[config.mk]
export PLATFORM = sky130hd
export DESIGN_NAME = sgfd_store
export DESIGN_NICKNAME = d
export VERILOG_FILES = /design/src/hw/rtl/sgfd_store.sv
export SDC_FILE = /design/constraint.sdc
export NUM_CORES = 2
export LEC_CHECK = 0
export ABC_AREA = 1
export BUFFER_PORTS_ARGS = -buffer_cell sky130_fd_sc_hd__clkbuf_2
export CORE_MARGIN = 3
export CORE_UTILIZATION = 25
export CTS_BUF_LIST = sky130_fd_sc_hd__clkbuf_8
export DETAILED_ROUTE_END_ITERATION = 10
export PLACE_DENSITY = 0.48
export SLEW_MARGIN = 15
export SYNTH_ARGS = -nofsm -noshare
export SYNTH_HDL_FRONTEND = slang
export SYNTH_SLANG_ARGS = --single-unit
[constraint.sdc]
create_clock -name clk -period 1.75 [get_ports clk]
set_input_delay 0.0875 -clock clk [delete_from_list [all_inputs] [get_ports clk]]
set_output_delay 0.0875 -clock clk [all_outputs]
set_load 0.1 [all_outputs]
[src/hw/rtl/sgfd_store.sv]
`timescale 1ns / 1ps
// Framebuffer memory: one write port and one read port with registered read data.
// No dependencies.

module sgfd_store #(
  parameter int DEPTH  = 512,
  parameter int ADDR_W = 9
) (
  input  logic              clk,
  input  logic              wr_en,
  input  logic [ADDR_W-1:0] wr_addr,
  input  logic [7:0]        wr_data,
  input  logic              rd_en,
  input  logic [ADDR_W-1:0] rd_addr,
  output logic [7:0]        rd_data
);

  logic [7:0] mem [DEPTH];
  logic [7:0] rd_data_r;

  always_ff @(posedge clk) begin
    if (wr_en) begin
      mem[wr_addr] <= wr_data;
    end
  end

  always_ff @(posedge clk) begin
    if (rd_en) begin
      rd_data_r <= mem[rd_addr];
    end
  end

  assign rd_data = rd_data_r;

endmodule

# After elaboration in Yosys (flattened, before gate mapping)

Memory sizes are Yosys's and may differ from the RTL's. A register that Yosys moved wholly into a read port is not among the register bits.
Index checks and enable logic that the tools add are counted.

Register bits: 0
Bits in latches: 0
Bits in writable memories: 4096
Memory bits (read-only): 0
Output and inout port bits: 8
Logic and storage cells: 3
Memories: 1

Add/sub/neg operators: 0
$mul: 0
Div/mod/pow operators: 0
Order comparisons: 0
Equality and inequality tests: 0
Shifts and indexed selects: 0
Multiplexer cells: 2
Bitwise logic cells: 0
Reductions and logical operators: 0

Memory list:

| name | depth | width | rd ports | clocked after memory_dff | write ports | line | source |
|---|---|---|---|---|---|---|---|
| mem  | 512   | 8     | 1        | 1                        | 1           | 18   | `logic [7:0] mem [DEPTH];` |

Operators with widths:

| kind    | count |
|---|---|
| $mux W1 | 2 |

# Longest topological paths before layout

Word-level depth: 2
Gate-level depth with buffers: 15
Gate-level depth less buffers: 11

# Worst setup path after synthesis

No wires, ideal clock.

Kind: input to register
From: input wr_addr[4]
To: memory mem[213][0] (enable)
Data arrival time: 1.308 ns
Required time: 1.380 ns
Path slack: 0.071 ns
Cell stages on the path: 7
Path buffers: 1
Cells stage by stage: inv_1 > nor2_1 > inv_1 > nor2_1 > inv_1 > clkbuf_1 > nor2_1

RTL lines:

| element     | line | source |
|---|---|---|
| from (decl) | 11   | `input logic [ADDR_W-1:0] wr_addr,` |
| to (decl)   | 18   |  |

Straight into the memory's write port.

# Worst setup path after layout

From: register rd_data_r[0] (netlist: rd_data[0]), read port of mem
To: output rd_data[0]

RTL lines:

| element     | line | source |
|---|---|---|
| from (decl) | 19   | `logic [7:0] rd_data_r;` |
| to (decl)   | 15   | `output logic [7:0] rd_data` |

No word-level cell between the ends.

==> flow_summary.toml <==
[run_status]
result_of_the_run = "finished, violations left"
failed_checks = "negative setup slack"

[die]
floorplan.core_area_um2 = 664000
die_height_um = 823
number_of_ports_placed_on_the_die_boundary = 37
die_area_um2 = 677000
initial_utilization_pct = 25.1
placement_rows = 299
x_dimension_of_the_die_um = 823

[place]
placed_wire_length_estimate_after_detailed_placement_um = 350000
place_congestion = 0.844
numPlacedInstances = 23562
number_of_buffers_added_on_ports = 36

[worst_setup_path]
critical_path_cell_by_cell = "clkbuf_16"
critical_path.top_delay_family = "flip-flops"
reg2reg_slack_ns = -0.08
slowest_cell_on_crit_path = "sky130_fd_sc_hd__edfxtp_1"
timing.critical_path.required_ns = 1.66
cp.buffers_inverters = 1
crit_arrival_ns = 2.27
worst_path_largest_cell_delay_ns = 0.72
worstSetupStartpointType = "flip-flop"
path_max_fanout = 1
regToRegStartpoint = "mem[227][4]$_DFFE_PP_"
regToRegEndpoint = "rd_data[4]$_DFFE_PP_"
timing_worst_setup_path_type = "flip-flop to output pin"
reg2reg_depth = 10
end_kind = "output pin"

[sta]
final_period_minus_worst_setup_slack_ns = 2.36
timing.clock.skew_ns = 0.109
slew_viol_final = 0
setup-violations-final = 15
post-route-period-util_pct = 135
setup_tns_ns = -4.31
rsz0062_at_grt = "yes"
timing_hold_violations_final = 0
finalWorstSetupSlack_ns = -0.611
worst_slew_pin_slew_ns = 1.05
max_freq_ghz = 0.424
slew-limit-headroom_pct = 29.7

[global_routing]
first_global_vias = 111007
globalRoute.totalOverflow = 0
pin_count_of_the_biggest_net_entering_global_routing = 84
grtUsageTotal_pct = 15.6
antenna_found_initial = 45
wire_length_of_the_first_global_routing_pass_um = 792000

[yosys]
synthCells = 13891
syn-num-nets = 13920
ys_warn_count = 0
synth_area_per_cell_um2 = 12.0
syn-cell-area_um2 = 167000
ys_ff_latch = 4104
yosys.cell_types.count = 15
synth-seq-area-share_pct = 73.9

[pwr]
comb_pwr_share_pct = 8.2
p_leak_nw = 74.8
net-switching-power_mw = 51.6
switch_share_pct = 25.3
seqPwrFrac_pct = 53.2
ir_drop_mv = 0.817
power.density_nw_per_um2 = 976
pwr-share-clk_pct = 38.6
internal_power_mw = 152
p_total_mw = 204

[routing]
route.detailed.drc = 0
highest-signal-layer = "met5"
wirelength_met1_um = 247000
drtAntennaViolNets = 0
viasPerCell = 4.60
met3_wirelength_um = 32900
vias = 114260
wire_length_on_met2_um = 253000
routedWlPerCell_um = 22.1
postRouteWirelength_um = 549000
initialDrtViolationCount = 11176
drt_pass1_iterations = 5

[clocking]
tritoncts_num_sinks = 4104
cts_tree = "yes"
clockBufferDepth = 4
clock_latency_on_the_worst_skew_pair_ns = 1.30
ctsHtreeMaxLevel = 6
clk_pin_slew_ns = 0.07
numCtsBuffers = 700
cts_root_buf = "sky130_fd_sc_hd__clkbuf_8"

[finish]
final_layout_size_suffix_gt1_share_pct = 20.9
mostFrequentLayoutCell = "sky130_fd_sc_hd__nand2_1"
final_cell_mix = "sky130_fd_sc_hd__nand2_1 (4140), sky130_fd_sc_hd__edfxtp_1 (4104), sky130_fd_sc_hd__nand3_1 (3380)"
final_cell_count_without_fillers = 24830
area_delta_synth_final_pct = 25.1
final_nets = 15449

[min_path]
min_to = "mem[362][7]$_DFFE_PP_"
worst_hold_startpoint = "wr_addr[2]"
hold_path_depth = 9
hold_path.class = "input port to flip-flop"

[flow_run]
maxCapViolCount = 0
## cell usage after synthesis, drive strengths merged
cell type	n	area, um2
inv	39	151
nand3	4080	20400
edfxtp	4104	123000
nand2	4160	15600
nor3	11	55.1
nor2	514	1930
clkbuf	184	691
buf	799	4710
## cells by family after synthesis
| kind of cell | count (synthesis) | share of synthesized area [%] |
|---|---|---|
| AND/OR/NAND/NOR | 8765 | 22.8 |
| flip-flops | 4104 | 73.9 |
| buffers and inverters | 1022 | 3.33 |
## worst max path at each step
stage	slack, ns	startpoint	end	cells after the start
3_5_place_dp	-1.20	rd_addr[1]	rd_data[1]$_DFFE_PP_	14
6_report	-0.61	rd_data[0]$_DFFE_PP_	rd_data[0]	1
3_3_place_gp	-1.22	rd_addr[1]	rd_data[1]$_DFFE_PP_	14
5_1_grt	-0.64	rd_data[6]$_DFFE_PP_	rd_data[6]	1
4_1_cts	-0.80	rd_data[6]$_DFFE_PP_	rd_data[6]	1
2_1_floorplan	0.07	wr_addr[4]	mem[213][0]$_DFFE_PP_	7
## power groups by stage
stage / registers (mW) / logic (mW) / clock network, mW
global route: 108 / 17.9 / 85.1
detailed placement: 110 / 15.4 / 0
finish: 108 / 16.8 / 78.6
CTS: 108 / 16.6 / 80.7
floorplan: 111 / 6.70 / 0
global placement: 110 / 15.5 / 0
## registers in the layout, summed over array words and instances (netlist names)
signal	cells
rd_data	8
mem	4096
## layout make-up
type	instances	area [um2]
Clock inverter	520	2560
Antenna cell	4	10.0
Tap cell	8879	11100
Clock buffer	709	9760
Inverter	39	206
Timing Repair Buffer	1810	18900
Fill cell	66753	455000
Multi-Input combinational cell	8765	42900
Sequential cell	4104	123000
## timing repair
item                       in CTS  in global routing
hold buffers                   42                  1
pin swaps                     189                149
gates resized for setup       688                257
setup endpoints to repair      16                775
hold endpoints to repair     7644                  2
buffers inserted                0                 10
## through the flow
stage          utilization (%)  worst slack [ns]  hold slack (ns)  area [um2]
6_report                  31.4            -0.611           0.0869      209000
5_1_grt                   31.4            -0.643           0.0652      209000
4_1_cts                   31.2            -0.802           0.0168      207000
3_5_place_dp              28.8             -1.20            0.429      191000
3_3_place_gp              28.8             -1.22            0.434      191000
2_1_floorplan                -            0.0715            0.186      167000
## worst reg2reg max path, stage by stage, from the launching register on
cell and delay [ns]:
sky130_fd_sc_hd__edfxtp_1 0.36, sky130_fd_sc_hd__nand2_1 0.07, sky130_fd_sc_hd__nand3_1 0.13, sky130_fd_sc_hd__nand3_1 0.15, sky130_fd_sc_hd__nand3_2 0.15, sky130_fd_sc_hd__nand3_2 0.13, sky130_fd_sc_hd__nand3_1 0.09, sky130_fd_sc_hd__nand3_2 0.09
sky130_fd_sc_hd__nand3_4 0.17, sky130_fd_sc_hd__nand3_2 0.16, sky130_fd_sc_hd__nand2_1 0.06
## metal layers
layer,vias to the layer above,global-route usage [%]
li1,52724,-
met1,57096,22.0
met2,3630,24.9
met3,794,2.21
met4,16,4.32
met5,-,0
Power figures use the tool's default switching activity.
