File: src/hw/rtl/sgfd_pkg.sv
`timescale 1ns / 1ps
// Shared types, constants and glyph tables for the scaled glyph framebuffer drawer.
// No dependencies.

package sgfd_pkg;

  localparam int DISPLAY_WIDTH_DEF  = 128;
  localparam int DISPLAY_HEIGHT_DEF = 32;

  localparam logic [1:0] OP_CLEAR = 2'd0;
  localparam logic [1:0] OP_DRAW  = 2'd1;
  localparam logic [1:0] OP_READ  = 2'd2;

  typedef struct packed {
    logic       found;
    logic [4:0] idx;
  } glyph_sel_t;

  function automatic glyph_sel_t glyph_lookup(input logic [7:0] code);
    glyph_sel_t s;
    s.found = 1'b1;
    s.idx   = 5'd0;
    case (code)
      8'h30: s.idx = 5'd0;
      8'h31: s.idx = 5'd1;
      8'h32: s.idx = 5'd2;
      8'h33: s.idx = 5'd3;
      8'h34: s.idx = 5'd4;
      8'h35: s.idx = 5'd5;
      8'h36: s.idx = 5'd6;
      8'h37: s.idx = 5'd7;
      8'h38: s.idx = 5'd8;
      8'h39: s.idx = 5'd9;
      8'h2d: s.idx = 5'd10;
      8'h2e: s.idx = 5'd11;
      8'h43: s.idx = 5'd12;
      8'h61: s.idx = 5'd13;
      8'h65: s.idx = 5'd14;
      8'h6d: s.idx = 5'd15;
      8'h70: s.idx = 5'd16;
      8'h72: s.idx = 5'd17;
      8'h74: s.idx = 5'd18;
      8'h75: s.idx = 5'd19;
      default: s.found = 1'b0;
    endcase
    return s;
  endfunction

  // Columns are packed with column 0 in the top byte.
  function automatic logic [6:0] glyph_col(input logic [4:0] idx, input logic [2:0] col);
    logic [39:0] row;
    logic [7:0]  b;
    case (idx)
      5'd0:  row = 40'h3e_51_49_45_3e;
      5'd1:  row = 40'h00_42_7f_40_00;
      5'd2:  row = 40'h42_61_51_49_46;
      5'd3:  row = 40'h21_41_45_4b_31;
      5'd4:  row = 40'h18_14_12_7f_10;
      5'd5:  row = 40'h27_45_45_45_39;
      5'd6:  row = 40'h3c_4a_49_49_30;
      5'd7:  row = 40'h01_71_09_05_03;
      5'd8:  row = 40'h36_49_49_49_36;
      5'd9:  row = 40'h06_49_49_29_1e;
      5'd10: row = 40'h08_08_08_08_08;
      5'd11: row = 40'h00_60_60_00_00;
      5'd12: row = 40'h3e_41_41_41_22;
      5'd13: row = 40'h20_54_54_54_78;
      5'd14: row = 40'h38_54_54_54_18;
      5'd15: row = 40'h7c_04_18_04_78;
      5'd16: row = 40'h7c_14_14_14_08;
      5'd17: row = 40'h7c_08_04_04_08;
      5'd18: row = 40'h04_3f_44_40_20;
      5'd19: row = 40'h3c_40_40_20_7c;
      default: row = 40'h0;
    endcase
    case (col)
      3'd0: b = row[39:32];
      3'd1: b = row[31:24];
      3'd2: b = row[23:16];
      3'd3: b = row[15:8];
      3'd4: b = row[7:0];
      default: b = 8'h00;
    endcase
    return b[6:0];
  endfunction

  // Glyph row of a scaled offset: the number of whole scale steps below it.
  function automatic logic [2:0] row_of(input logic [6:0] d, input logic [2:0] sc);
    logic [2:0] r;
    r = 3'd0;
    for (int k = 1; k < 7; k++) begin
      if (d >= 7'(k) * {4'd0, sc}) begin
        r = r + 3'd1;
      end
    end
    return r;
  endfunction

endpackage

File: src/hw/rtl/sgfd_mask.sv
`timescale 1ns / 1ps
// Builds the pixel mask of one framebuffer byte from one scaled glyph column.
// Depends on sgfd_pkg.

module sgfd_mask #(
  parameter int DISPLAY_HEIGHT = sgfd_pkg::DISPLAY_HEIGHT_DEF
) (
  input  logic [6:0] col_bits,
  input  logic [3:0] page,
  input  logic [4:0] y0,
  input  logic [2:0] sc,
  output logic [7:0] mask
);

  localparam logic [6:0] HEIGHT7 = 7'(DISPLAY_HEIGHT);

  logic [6:0] span;

  assign span = {4'd0, sc} * 7'd7;

  always_comb begin
    logic [6:0] y;
    logic [6:0] d;
    logic [2:0] r;
    mask = 8'h00;
    for (int b = 0; b < 8; b++) begin
      y = {page, 3'(b)};
      d = y - {2'b00, y0};
      r = sgfd_pkg::row_of(d, sc);
      if (y >= {2'b00, y0} && d < span && y < HEIGHT7) begin
        mask[b] = col_bits[r];
      end
    end
  end

endmodule

File: config.mk
export PLATFORM = sky130hd
export DESIGN_NAME = sgfd_mask
export DESIGN_NICKNAME = d
export VERILOG_FILES = /design/src/hw/rtl/sgfd_pkg.sv /design/src/hw/rtl/sgfd_mask.sv
export SDC_FILE = /design/constraint.sdc
export NUM_CORES = 1
export LEC_CHECK = 0
export BUFFER_PORTS_ARGS = -buffer_cell sky130_fd_sc_hd__buf_2
export CORE_ASPECT_RATIO = 1.5
export CORE_MARGIN = 1.5
export CORE_UTILIZATION = 67
export DETAILED_ROUTE_END_ITERATION = 12
export GPL_TIMING_DRIVEN = 0
export PLACE_DENSITY = 0.93
export RECOVER_POWER = 100
export SETUP_SLACK_MARGIN = 0.1
export SLEW_MARGIN = 20
export SYNTH_ARGS = -nofsm -noshare
export SYNTH_HDL_FRONTEND = slang
export SYNTH_SLANG_ARGS = --single-unit
File: constraint.sdc
create_clock -name vclk -period 6.1
set_input_delay 0 -clock vclk [all_inputs]
set_output_delay 0 -clock vclk [all_outputs]
set_load 0.05 [all_outputs]
**Word-level counts from Yosys, hierarchy flattened**

Cells that the tools add are included.

- Div/mod/pow operators: 0
- Add/sub/neg operators: 48
- Order comparisons: 80
- Shifts and indexed selects: 0
- Bitwise logic cells: 0
- Multipliers: 4
- Muxes and demuxes: 72
- Eq/ne operators: 0
- Reduce and logical (&&, ||, !) cells: 16

Operators with widths:

| kind | count |
|---|---|
| $ge A7 B5 Y1 | 24 |
| $add A3 B1 Y3 const B | 40 |
| $mux W3 | 40 |
| $ge A7 B6 Y1 | 16 |
| $ge A7 B3 Y1 | 8 |
| $ge A7 B4 Y1 | 8 |
| $lt A7 B6 Y1 | 8 |
| $lt A7 B6 Y1 const B | 8 |
| $sub A7 B5 Y7 | 8 |
| $lt A3 B4 Y1 const B | 8 |
| $bmux W1 S3 | 8 |
| $mux W1 | 24 |
| $logic_and A1 B1 Y1 | 16 |
| $mul A2 B3 Y5 const A | 2 |
| $mul A3 B3 Y6 const A | 1 |
| $mul A3 B3 Y6 const B | 1 |

- Register bits: 0
- Memories kept: 0
- Input port bits: 19
- Output and inout port bits: 8
- Bits in writable memories: 0
- Bits in latches: 0
- Word-level logic and storage cells: 220
- Memory bits (read-only): 0

**Logic depth before layout (Yosys ltp)**

- Word-level depth: 16
- Mapped depth: 29
- Gate-level depth less buffers: 29

**Worst setup path before layout**

No wires, ideal clock.

- Path kind: input-to-output
- Start: input y0[2]
- End: output mask[6]
- Slack: -77 ps
- Arrival time: 6177 ps
- Cell stages on the path: 23
- Buffers on the path: 3
- Data required time: 6100 ps
- Cell sequence: buf_4 > inv_1 > fa_1 > buf_2 > o21a_1 > o21a_1 > or4_1 > buf_2 > or2_2 > or4_1 > ha_1 > xnor2_1 > ha_1 > o21ai_1 > nand2_1 > ha_1 > nor2b_1 > a31oi_4 > ha_1 > nor2_1 > mux2_2 > a222oi_1 > a211oi_1

- Longest elaborated chain between the ends: 16

RTL lines:

| element | RTL line | source |
|---|---|---|
| start, declared | sgfd_mask.sv:10 | `input logic [4:0] y0,` |
| $sub A7 B5 Y7 | sgfd_mask.sv:28 | `d = y - {2'b00, y0};` |
| $ge A7 B3 Y1 | sgfd_pkg.sv:92 | `if (d >= 7'(k) * {4'd0, sc}) begin` |
| $mux W1 | sgfd_pkg.sv:92 |  |
| $add A3 B1 Y3 | sgfd_pkg.sv:93 | `r = r + 3'd1;` |
| $mux W3 | sgfd_pkg.sv:92 |  |
| $add A3 B1 Y3 | sgfd_pkg.sv:93 |  |
| $mux W3 | sgfd_pkg.sv:92 |  |
| $add A3 B1 Y3 | sgfd_pkg.sv:93 |  |
| $mux W3 | sgfd_pkg.sv:92 |  |
| $add A3 B1 Y3 | sgfd_pkg.sv:93 |  |
| $mux W3 | sgfd_pkg.sv:92 |  |
| $add A3 B1 Y3 | sgfd_pkg.sv:93 |  |
| $mux W3 | sgfd_pkg.sv:92 |  |
| $bmux W1 S3 | sgfd_mask.sv:31 | `mask[b] = col_bits[r];` |
| $mux W1 (implied by the code) | sgfd_mask.sv:31 |  |
| $mux W1 * | sgfd_mask.sv:30 | `if (y >= {2'b00, y0} && d < span && y < HEIGHT7) begin` |
| end, declared | sgfd_mask.sv:12 | `output logic [7:0] mask` |

Mark *: on every way between the ends. The rest lies on a longest branch, timed or not. The select of a mux whose other input is x is not followed.

**Worst setup path in the final report**

Ends and elaborated chain as after synthesis.

==> impl_metrics.json <==
{
  "grt_setup_unrepaired": "yes",
  "hold_violations": 0,
  "drt_iter0_markers": 754,
  "seq_cells": 0,
  "yosysWarnings": 0,
  "worst_slack_ns": 0.161,
  "required_ns": 6.10,
  "start_util": 0.682,
  "ys_seq_area_frac": 0,
  "vias": 8429,
  "pwr_density_cell_mw_per_mm2": 240,
  "max_cap_violations": 0,
  "layout-drive-gt1-share": 0.115,
  "grtUsageTotal": 0.360,
  "worst-setup-path-type": "in2out",
  "design_area_sq_mm": 0.00899,
  "power_leakage_nw": 4.51,
  "outcome": "complete, no violations",
  "yosys-top-cells-area": "ha_1, xnor2_1, a21oi_1, mux2i_1, o21ai_0",
  "hold_path.startpoint": "col_bits[6]",
  "synth_top_area_frac": 0.362,
  "grt_overflow": 0,
  "pwr-share-seq": 0,
  "core.rowCount": 50,
  "io_pins": 27,
  "p_total_mw": 2.16,
  "end_kind": "output pin",
  "post-route-period-util": 0.974,
  "fp.dieW_um": 94.9,
  "instances_no_fill": 1238,
  "dr.pass1.iters": 7,
  "first_global_vias": 8348,
  "power_switching_mw": 1.17,
  "fmax_mhz": 168,
  "grt_max_degree": 25,
  "syn-instance-count": 1054,
  "synth_area_per_cell_sq_um": 8.06,
  "clock_power_share": 0,
  "seqCellArea_sq_um": 0,
  "synth_area_sq_mm": 0.00850,
  "final_max_slew_viol_count": 0,
  "multiInputGateArea_sq_mm": 0.00820,
  "routedWlPerCell_um": 20.0,
  "synth_fp_nets": 1325,
  "grt_pass1_wl_um": 38600,
  "ant_nets": 0,
  "dp_worst_setup_slack_ns": -0.370,
  "ir_drop_uv": 192,
  "nClkBuffers": 0,
  "diodes": 0,
  "power_frac_comb": 1.000,
  "place.gp.congestion": 1.03,
  "die_h_um": 141,
  "cp.arrival_ns": 5.94,
  "hold_class": "in2out",
  "viasPerCell": 6.81,
  "final_core_util": 0.722,
  "die-area_sq_mm": 0.0134,
  "critPathLaunch": "y0[2]",
  "drt_wl_total_um": 24700,
  "yosysTopAreaCell": "ha_1",
  "port_buffers": 23,
  "fin_crit_ns": 5.94,
  "place_area_sq_mm": 0.00883,
  "tightestPinTransition_ns": 1.17,
  "layout.nets": 1355,
  "path_max_fanout": 13,
  "slew_headroom": 0.213,
  "syn2layout_area_growth_pct": 5.77,
  "p_int_uw": 982,
  "setup_violations": 0,
  "antenna_found_initial": 0,
  "hold_buffers": 0,
  "synth_cell_type_count": 77,
  "dp_hpwl_um": 18600,
  "fillerInstances": 920,
  "startpoint_type": "input pin",
  "swShare": 0.544,
  "drcViolationCount": 0,
  "placed_cells": 1234,
  "core_area_sq_mm": 0.0124
}
synthesized netlist by cell type, types with 9 or more instances:
library cell and number:
a21o_1 31, a211o_1 11, ha_1 246, nor2_1 45, mux2i_1 33, o31ai_1 12, nand2b_1 22, a31oi_1 10
o21ai_0 57, nor2b_1 25, xor2_1 22, inv_1 75, a21boi_0 9, a211oi_1 22, nand3_1 20, xnor2_1 50
nor3_1 13, mux2_2 19, or3_1 9, nand2_1 76, or2_2 9, o21a_1 10, a21oi_1 68
cell type report:
cell class	instances	area share
well taps	156	0.0217
multi-input cells	956	0.913
inverters	75	0.0326
plain buffers	23	0.0142
repair buffers	28	0.0187
path summary, 6_finish.rpt:
| kind | slack (ns) | cells after the start | end |
|---|---|---|---|
| max | 0.16 | 25 | mask[6] |
| min | 0.75 | 5 | mask[1] |
kinds of logic (layout without fill, tap and decap cells):
family                   after synthesis  in the layout  share of synthesized area
AO/OA/AOI/OAI                        284            284                      0.225
AND/OR/NAND/NOR                      281            281                      0.175
buffers and inverters                 98            126                     0.0480
adder cells (fa/ha/maj)              252            252                      0.376
multiplexers                          54             54                     0.0680
XOR/XNOR                              85             85                      0.108
critical path: stages:
cell        delay [ns]
buf_6             0.16
buf_4             0.22
clkinvlp_4        0.15
fa_1              0.40
buf_2             0.21
o21a_2            0.28
o21a_1            0.18
or4_1             0.47
buf_2             0.19
or2_2             0.30
or4_4             0.54
ha_4              0.28
xnor2_1           0.13
ha_1              0.30
o21ai_2           0.10
nand2_1           0.08
ha_1              0.29
nor2b_2           0.16
a31oi_4           0.06
ha_1              0.35
nor2_1            0.08
mux2_2            0.30
a222oi_1          0.34
a211oi_2          0.13
buf_4             0.21
power by group through the flow:
| stage | Combinational [mW] | Sequential [mW] | Clock, mW |
|---|---|---|---|
| after floorplan | 1.65 | 0 | 0 |
| after global placement | 1.96 | 0 | 0 |
| after detailed placement | 2.06 | 0 | 0 |
| after CTS | 2.07 | 0 | 0 |
| after global routing | 2.39 | 0 | 0 |
| final | 2.16 | 0 | 0 |
what timing repair did:
item / 4_1_cts / 5_1_grt
setup buffers: 1 / 3
pin swaps: 0 / 5
setup endpoints to repair: 4 / 7
resized for setup: 5 / 30
layout by cell type, fill, tap and decap left out, types with 6 or more instances in the layout:
cell type | Yosys | routed
nand2b_1 | 22 | 22
and3_1 | 8 | 7
inv_1 | 75 | 71
o2111ai_1 | 6 | 6
nand2_1 | 76 | 75
and2_1 | 8 | 8
xor2_1 | 22 | 22
mux2_2 | 19 | 19
a211oi_1 | 22 | 21
o21a_1 | 10 | 9
buf_4 | 4 | 9
or3_1 | 9 | 8
nor3_1 | 13 | 13
a21boi_0 | 9 | 9
clkbuf_1 | 8 | 7
a21oi_1 | 68 | 67
xnor3_1 | 8 | 7
nor2_1 | 45 | 45
or2_2 | 9 | 9
o211ai_1 | 7 | 7
nand3_1 | 20 | 20
nand3b_1 | 8 | 8
o31ai_1 | 12 | 12
nor2b_1 | 25 | 23
a21o_1 | 31 | 31
buf_2 | 8 | 26
fa_1 | 6 | 6
a31oi_1 | 10 | 10
ha_1 | 246 | 241
or4_1 | 8 | 6
o21ai_0 | 57 | 57
xnor2_1 | 50 | 48
mux2i_1 | 33 | 32
a211o_1 | 11 | 11
metrics by stage:
step | hold WS (ns) | TNS (ns)
floorplan | 0.352 | 0
global placement | 0.706 | -1.80
detailed placement | 0.718 | -0.481
CTS | 0.719 | 0
global route | 0.777 | -0.0217
finish | 0.748 | 0
routing by layer:
layer | up-vias | part of all wire | track usage
met2 | 382 | 0.48 | 0.631
met1 | 3923 | 0.36 | 0.377
met4 | 0 | 0.084 | 0.277
li1 | 3951 | - | -
met5 | - | 0 | 0
met3 | 173 | 0.068 | 0.0507
Power figures use the tool's default switching activity.
